## src/hdl/limit_order_book_levels_assert.svh

```systemverilog
// assertion helpers for the order book, sampled on aclk and idle in reset
`ifndef LIMIT_ORDER_BOOK_LEVELS_ASSERT_SVH
`define LIMIT_ORDER_BOOK_LEVELS_ASSERT_SVH

// property that must hold at every sampled edge
`define LOB_ASSERT(lbl, prop, msg) \
    lbl: assert property (@(posedge aclk) disable iff (!aresetn) prop) else $error(msg);

// antecedent now implies consequent in the next cycle
`define LOB_ASSERT_NEXT(lbl, ante, cons, msg) \
    lbl: assert property (@(posedge aclk) disable iff (!aresetn) (ante) |=> (cons)) \
        else $error(msg);

`endif

```

## src/hdl/lob_pkg.sv

```systemverilog
`default_nettype none

package lob_pkg;

    localparam int DEF_MAX_ORDERS = 64;
    localparam int DEF_MAX_LEVELS = 32;

    localparam logic [1:0] MODE_ADD    = 2'd0;
    localparam logic [1:0] MODE_MODIFY = 2'd1;
    localparam logic [1:0] MODE_DELETE = 2'd2;
    localparam logic [1:0] MODE_CLEAR  = 2'd3;

    localparam logic [1:0] ST_APPLIED = 2'd0;
    localparam logic [1:0] ST_IGNORED = 2'd1;
    localparam logic [1:0] ST_FULL    = 2'd2;

    typedef struct packed {
        logic        used;
        logic [30:0] price;
        logic [31:0] total;
    } lob_lvl_rd_t;

    typedef struct packed {
        logic        wr;
        logic        kill;
        logic [30:0] price;
        logic [31:0] total;
    } lob_lvl_op_t;

    typedef struct packed {
        logic [63:0] key;
        logic        side;
        logic [30:0] price;
        logic [31:0] volume;
    } lob_slot_t;

    function automatic logic [31:0] lob_sat_add(input logic [31:0] a, input logic [31:0] b);
        logic [32:0] s;
        s = {1'b0, a} + {1'b0, b};
        return s[32] ? 32'hFFFF_FFFF : s[31:0];
    endfunction

endpackage

`default_nettype wire

```

## src/hdl/lob_level_table.sv

```systemverilog
`default_nettype none

module lob_level_table import lob_pkg::*; #(
    parameter int MAX_LEVELS = DEF_MAX_LEVELS,
    localparam int IW = (MAX_LEVELS > 1) ? $clog2(MAX_LEVELS) : 1
) (
    input  wire logic          aclk,
    input  wire logic          aresetn,
    input  wire logic          clr_all,
    input  wire logic [IW-1:0] rd_idx,
    input  wire logic [IW-1:0] wr_idx,
    input  wire lob_lvl_op_t   op,
    output lob_lvl_rd_t        rd
);

    logic [MAX_LEVELS-1:0] used_reg;
    logic [MAX_LEVELS-1:0] used_next;
    logic [62:0]           lvl_mem [MAX_LEVELS];
    logic                  used_rd_reg;
    logic [62:0]           data_rd_reg;

    always_comb begin
        used_next = used_reg;
        if (clr_all) begin
            used_next = '0;
        end else if (op.wr) begin
            used_next[wr_idx] = 1'b1;
        end else if (op.kill) begin
            used_next[wr_idx] = 1'b0;
        end
    end

    always_ff @(posedge aclk) begin
        if (!aresetn) begin
            used_reg    <= '0;
            used_rd_reg <= 1'b0;
        end else begin
            used_reg    <= used_next;
            used_rd_reg <= used_reg[rd_idx];
        end
    end

    always_ff @(posedge aclk) begin
        if (op.wr) begin
            lvl_mem[wr_idx] <= {op.price, op.total};
        end
        data_rd_reg <= lvl_mem[rd_idx];
    end

    assign rd = {used_rd_reg, data_rd_reg};

endmodule

`default_nettype wire

```

## config.mk

```make
export PLATFORM = sky130hd
export DESIGN_NAME = lob_level_table
export DESIGN_NICKNAME = d
export VERILOG_FILES = /design/src/hdl/limit_order_book_levels_assert.svh /design/src/hdl/lob_pkg.sv /design/src/hdl/lob_level_table.sv
export SDC_FILE = /design/constraint.sdc
export NUM_CORES = 2
export LEC_CHECK = 0
export ABC_AREA = 0
export BUFFER_PORTS_ARGS = -buffer_cell sky130_fd_sc_hd__buf_2
export CAP_MARGIN = 40
export CORE_ASPECT_RATIO = 0.7
export CORE_MARGIN = 10
export CORE_UTILIZATION = 50
export DETAILED_ROUTE_END_ITERATION = 16
export GPL_TIMING_DRIVEN = 0
export PLACE_DENSITY = 0.76
export SYNTH_ARGS = -nofsm -noshare
export SYNTH_HDL_FRONTEND = slang
export SYNTH_SLANG_ARGS = --single-unit
```

## constraint.sdc

```tcl
create_clock -name aclk -period 2.53 [get_ports aclk]
set_input_delay 0.253 -clock aclk [delete_from_list [all_inputs] [get_ports aclk]]
set_output_delay 0.253 -clock aclk [all_outputs]
set_load 0.05 [all_outputs]
```

Yosys cells after proc, flatten, opt, wreduce, memory -nomap -nowiden
Memory sizes are Yosys's and may differ from the RTL's. A register that Yosys moved wholly into a read port is not among the register bits. Index checks and enable logic that the tools add are counted.

Add/sub/neg operators: 0. Multiply operators: 0. Div/mod/pow operators: 0. Magnitude comparators: 3. Eq/ne operators: 0. Shift operators: 0. Mux-type cells: 8. Bitwise logic cells: 4. Reduce and logical (&&, ||, !) cells: 3.

Operator list (number): 32-bit two-way mux (2); 32-bit bitwise AND (1); 32-bit NOT (1); 32-bit bitwise OR (1); 5-bit by 6-bit < comparator with 1-bit output, second input constant (2); 1-bit binary-select mux with 5-bit select (1); 1-bit demux with 5-bit select (1); 5-bit by 1-bit greater-or-equal comparator with 1-bit output, second input constant (1); 1-bit two-way mux (4); 2-bit nonzero test (1); 2-bit OR reduction (1); 1-bit logical AND (1); 1-bit NOT (1).

Bits in registers: 33. Latch bits: 0. Bits in writable memories: 2016. Bits in read-only memories: 0. Input bits: 78. Memories kept: 1.

Memory list: lvl_mem (depth 32, width 63, read ports 1, clocked after Yosys merged registers in 1, wr ports 1, line lob_level_table.sv:18) `logic [62:0] lvl_mem [MAX_LEVELS];`.

Depth between registers and ports, before layout
Word-level depth: 8. Gate-level depth with buffers: 9. Depth with buffers taken out: 4.

Worst setup path after synthesis
No wires, ideal clock.

Path kind: in2reg. Start: input port wr_idx[0]. End: memory lvl_mem[0][0] (enable). Arrival: 2.337 ns. Required time: 2.113 ns. Path slack: -0.224 ns. Cell stages on the path: 4. Cell sequence: clkbuf_1 nor3b_1 nand2_1 inv_1.

RTL lines: start, declared (line lob_level_table.sv:11) `input wire logic [IW-1:0] wr_idx,`; end, declared (line lob_level_table.sv:18).

No word-level cell before the write port.

==> impl_summary.txt <==
----------------------------------------------------
[Status]
  Status ... finished clean

[Cells and area]
  Area of combinational cells with multiple inputs ... about 16000 sq um
  Finished Core Util ... between 50% and 60%
  Fraction of layout instances using a drive strength above 1 ... between 30% and 40%
  Most frequent cells in the layout ... sky130_fd_sc_hd__edfxtp_1, sky130_fd_sc_hd__mux4_2, sky130_fd_sc_hd__clkbuf_16
  Most common library cell in the layout ignoring fill and taps ... sky130_fd_sc_hd__edfxtp_1
  Net total in the final layout ... roughly 3.9k
  Number of inserted filler cells in the final layout ... between 10k and 15k
  Flip-flop count of the largest register after layout ... about 2.0k
  Area growth, synth to finish ... 16.1%
  Area of all sequential standard cells ... around 62000 sq um
  Finished layout cell area ... 92100 sq um

[Timing]
  Headroom to the max-slew limit ... between 30% and 40%
  Final number of max-transition violations ... 0
  Total of endpoints with negative setup slack in the final report ... 0
  Post-Route Skew ... between 0.015 and 0.02 ns
  Worst Hold Margin ... 0.0754 ns
  Fraction of the cycle the final worst path needs ... between 90% and 100%
  Unrepaired setup endpoints after global routing ... false
  F_max ... roughly 0.40 GHz
  Final hold viol count ... 0
  Measured slew at the worst slew-check pin ... ~0.96 ns
  Final critical-path required period ... around 2.5 ns

[Drt]
  DRT Wirelength ... 219 mm
  Post-DRT Antenna Nets ... 0
  DR vias/cell ... ~6.6
  Count of unresolved DRC violations after routing ... 0
  Initial drt markers ... approximately 7.5k
  First-pass iteration count of the detailed router ... 6
  Routed length per placed instance ... around 36 um
  Via count ... ~40k

[Critical path]
  Critical Setup Path Class ... in2reg
  Arrival time of the worst setup path ... 3.14 ns
  Worst Path Max Fanout ... 10
  Setup crit end kind ... flip-flop
  Worst Setup Start Kind ... primary input
  Endpoint required time on the critical path ... approximately 3.2 ns

[Power]
  Leak pwr ... ~29 nW
  Pwr per Cell Area ... a little under 800 nW/um^2
  Peak ir drop on the vdd network ... between 0.0008 and 0.0009 V
  Power, Total ... about 0.072 W

[Placement]
  Post-detail-place hpwl ... 136 mm
  Post-Place Cell Area ... around 85000 sq um
  Placer's final routability congestion estimate ... between 0.7 and 0.8
  Total of buffers placed on input and output ports ... roughly 140

[Global routing]
  Wire length of the first global-routing pass ... about 310 mm
  Total routing resource utilization after global routing ... 24.8%
  Number of global-route vias before repair ... approximately 40k
  Gr ovfl total ... 0
  Maximum number of pins on one net before global-route repair ... 33
  Initial antenna violation count ... 16

[Worst hold path]
  Class of the most critical hold timing path ... in2reg

[Floorplan]
  Initial cell density of the core ... about half
  Num ports ... 142
  Chip Width ... roughly 500 um
  Full die area ... 175000 sq um
  Floorplan die height ... between 300 and 400 um
  Core Rows ... approximately 120
  Area of the core ... between 150000 and 200000 sq um

[Clock network]
  CTS tree ... built
  Source-to-sink clock delay at the later pin of the worst-skew pair ... 0.82 ns
  Clk root buf ... sky130_fd_sc_hd__clkbuf_16
  TritonCTS Sinks ... 2112
  CTS HTree Levels ... 4
  Clock-pin slew of the registers on the worst-case setup and hold paths ... roughly 0.060 ns
  Maximum buffer depth of the clock tree ... 3
  Number of CTS-inserted buffers ... 189

[Synthesis]
  Post-Synthesis Cell Area ... slightly below 80000 sq um
  Yosys warning count ... 0
  Unique masters post-synth ... 38
  Predominant post-synthesis flop cell ... sky130_fd_sc_hd__edfxtp_1
  Flops & latches, synth ... around 2.1k
  Syn Nets ... 3337
  Mean post-synth cell area ... 24.3 sq um
  Post-synth EDFFs ... 2016
  Share of synthesized flip-flops with an asynchronous set or reset ... 0%
  Cell count after synthesis ... roughly 3.3k
  Sequential cell area fraction in the yosys report ... between 70% and 80%

[Run]
  Reported max-cap violation count ... 0

----------------------------------------------------
==> final cells by class <==
type | instances | area share, %
timing repair buffer | 359 | 4.31
clock buffer | 250 | 5.51
multi-input combinational | 943 | 17.2
buffer | 170 | 0.933
sequential | 2112 | 67.8
antenna | 8 | 0.0217
tap | 2108 | 2.86
clock inverter | 98 | 1.05
timing repair inverter | 1 | 0.00815
inverter | 34 | 0.269
==> what timing repair did <==
item | CTS | global route
setup endpoints to repair | 0 | 47
gates resized for setup | 0 | 3
endpoints found under the hold margin | 2036 | 0
hold buffers | 73 | 0
buffers inserted | 0 | 3
==> cells in the mapped netlist (9+ instances only) <==
| cell | number | area [sq um] |
|---|---|---|
| sky130_fd_sc_hd__mux2i_1 | 64 | 641 |
| sky130_fd_sc_hd__mux2_2 | 95 | 1070 |
| sky130_fd_sc_hd__edfxtp_1 | 2016 | 60500 |
| sky130_fd_sc_hd__a21oi_1 | 32 | 160 |
| sky130_fd_sc_hd__o21ai_0 | 26 | 130 |
| sky130_fd_sc_hd__nand2_1 | 42 | 158 |
| sky130_fd_sc_hd__mux4_2 | 575 | 12900 |
| sky130_fd_sc_hd__buf_2 | 41 | 205 |
| sky130_fd_sc_hd__buf_4 | 38 | 285 |
| sky130_fd_sc_hd__nor2_1 | 9 | 33.8 |
| sky130_fd_sc_hd__o22ai_1 | 32 | 200 |
| sky130_fd_sc_hd__dfxtp_1 | 96 | 1920 |
| sky130_fd_sc_hd__buf_1 | 17 | 63.8 |
| sky130_fd_sc_hd__inv_1 | 33 | 124 |
| sky130_fd_sc_hd__a221oi_1 | 27 | 236 |
| sky130_fd_sc_hd__clkbuf_1 | 70 | 263 |
==> cells by family after synthesis <==
family          Yosys count  share of synthesized area (%)
flops                  2112                           78.8
mux                     735                           18.5
compound gates          133                           1.05
buf+inv                 204                           1.24
simple gates             75                          0.442
==> per-layer routing <==
layer  track usage (%)  share of wire, %  up-vias
met3              8.03                15      470
met2              36.4                45     3465
met5                 0             0.021        -
li1                  -                 -    15117
met1              35.8                36    20880
met4              7.16               3.2        6
==> path summary, 6_finish.rpt <==
| kind | end | slack (ns) | startpoint | cells past startpoint |
|---|---|---|---|---|
| min reg2reg | flip-flop | 0.49 | flip-flop | 2 |
| min | flip-flop | 0.08 | op[64] | 5 |
| max reg2reg | data_rd_reg[20] | 0.60 | lvl_mem[8][20] | 3 |
| max | data_rd_reg[17] | 0.02 | rd_idx[3] | 6 |
==> report_power, final <==
group	switching [W]	internal (W)
Combinational	0.00286	0.00168
Clock	0.0126	0.0159
Sequential	0.000159	0.0388
Total	0.0156	0.0564
==> per-stage QoR <==
| step | TNS (ns) | std cells | setup WS [ns] |
|---|---|---|---|
| after floorplan | 0 | 3259 | 0.292 |
| after global placement | -2758.74 | 5502 | -1.65 |
| after detailed placement | -97.67 | 5645 | -0.708 |
| after CTS | 0 | 6066 | 0.0322 |
| after global routing | 0 | 6079 | 0.0106 |
| final | 0 | 6083 | 0.0170 |
==> worst max-delay path, cell delays in order <==
cell and delay, ns:
sky130_fd_sc_hd__clkbuf_1 0.31, sky130_fd_sc_hd__buf_1 0.43, sky130_fd_sc_hd__nand2_1 0.54, sky130_fd_sc_hd__clkbuf_1 0.67, sky130_fd_sc_hd__o22ai_1 0.26, sky130_fd_sc_hd__a221oi_1 0.65
Note: power is estimated with default switching activity, not from simulation.
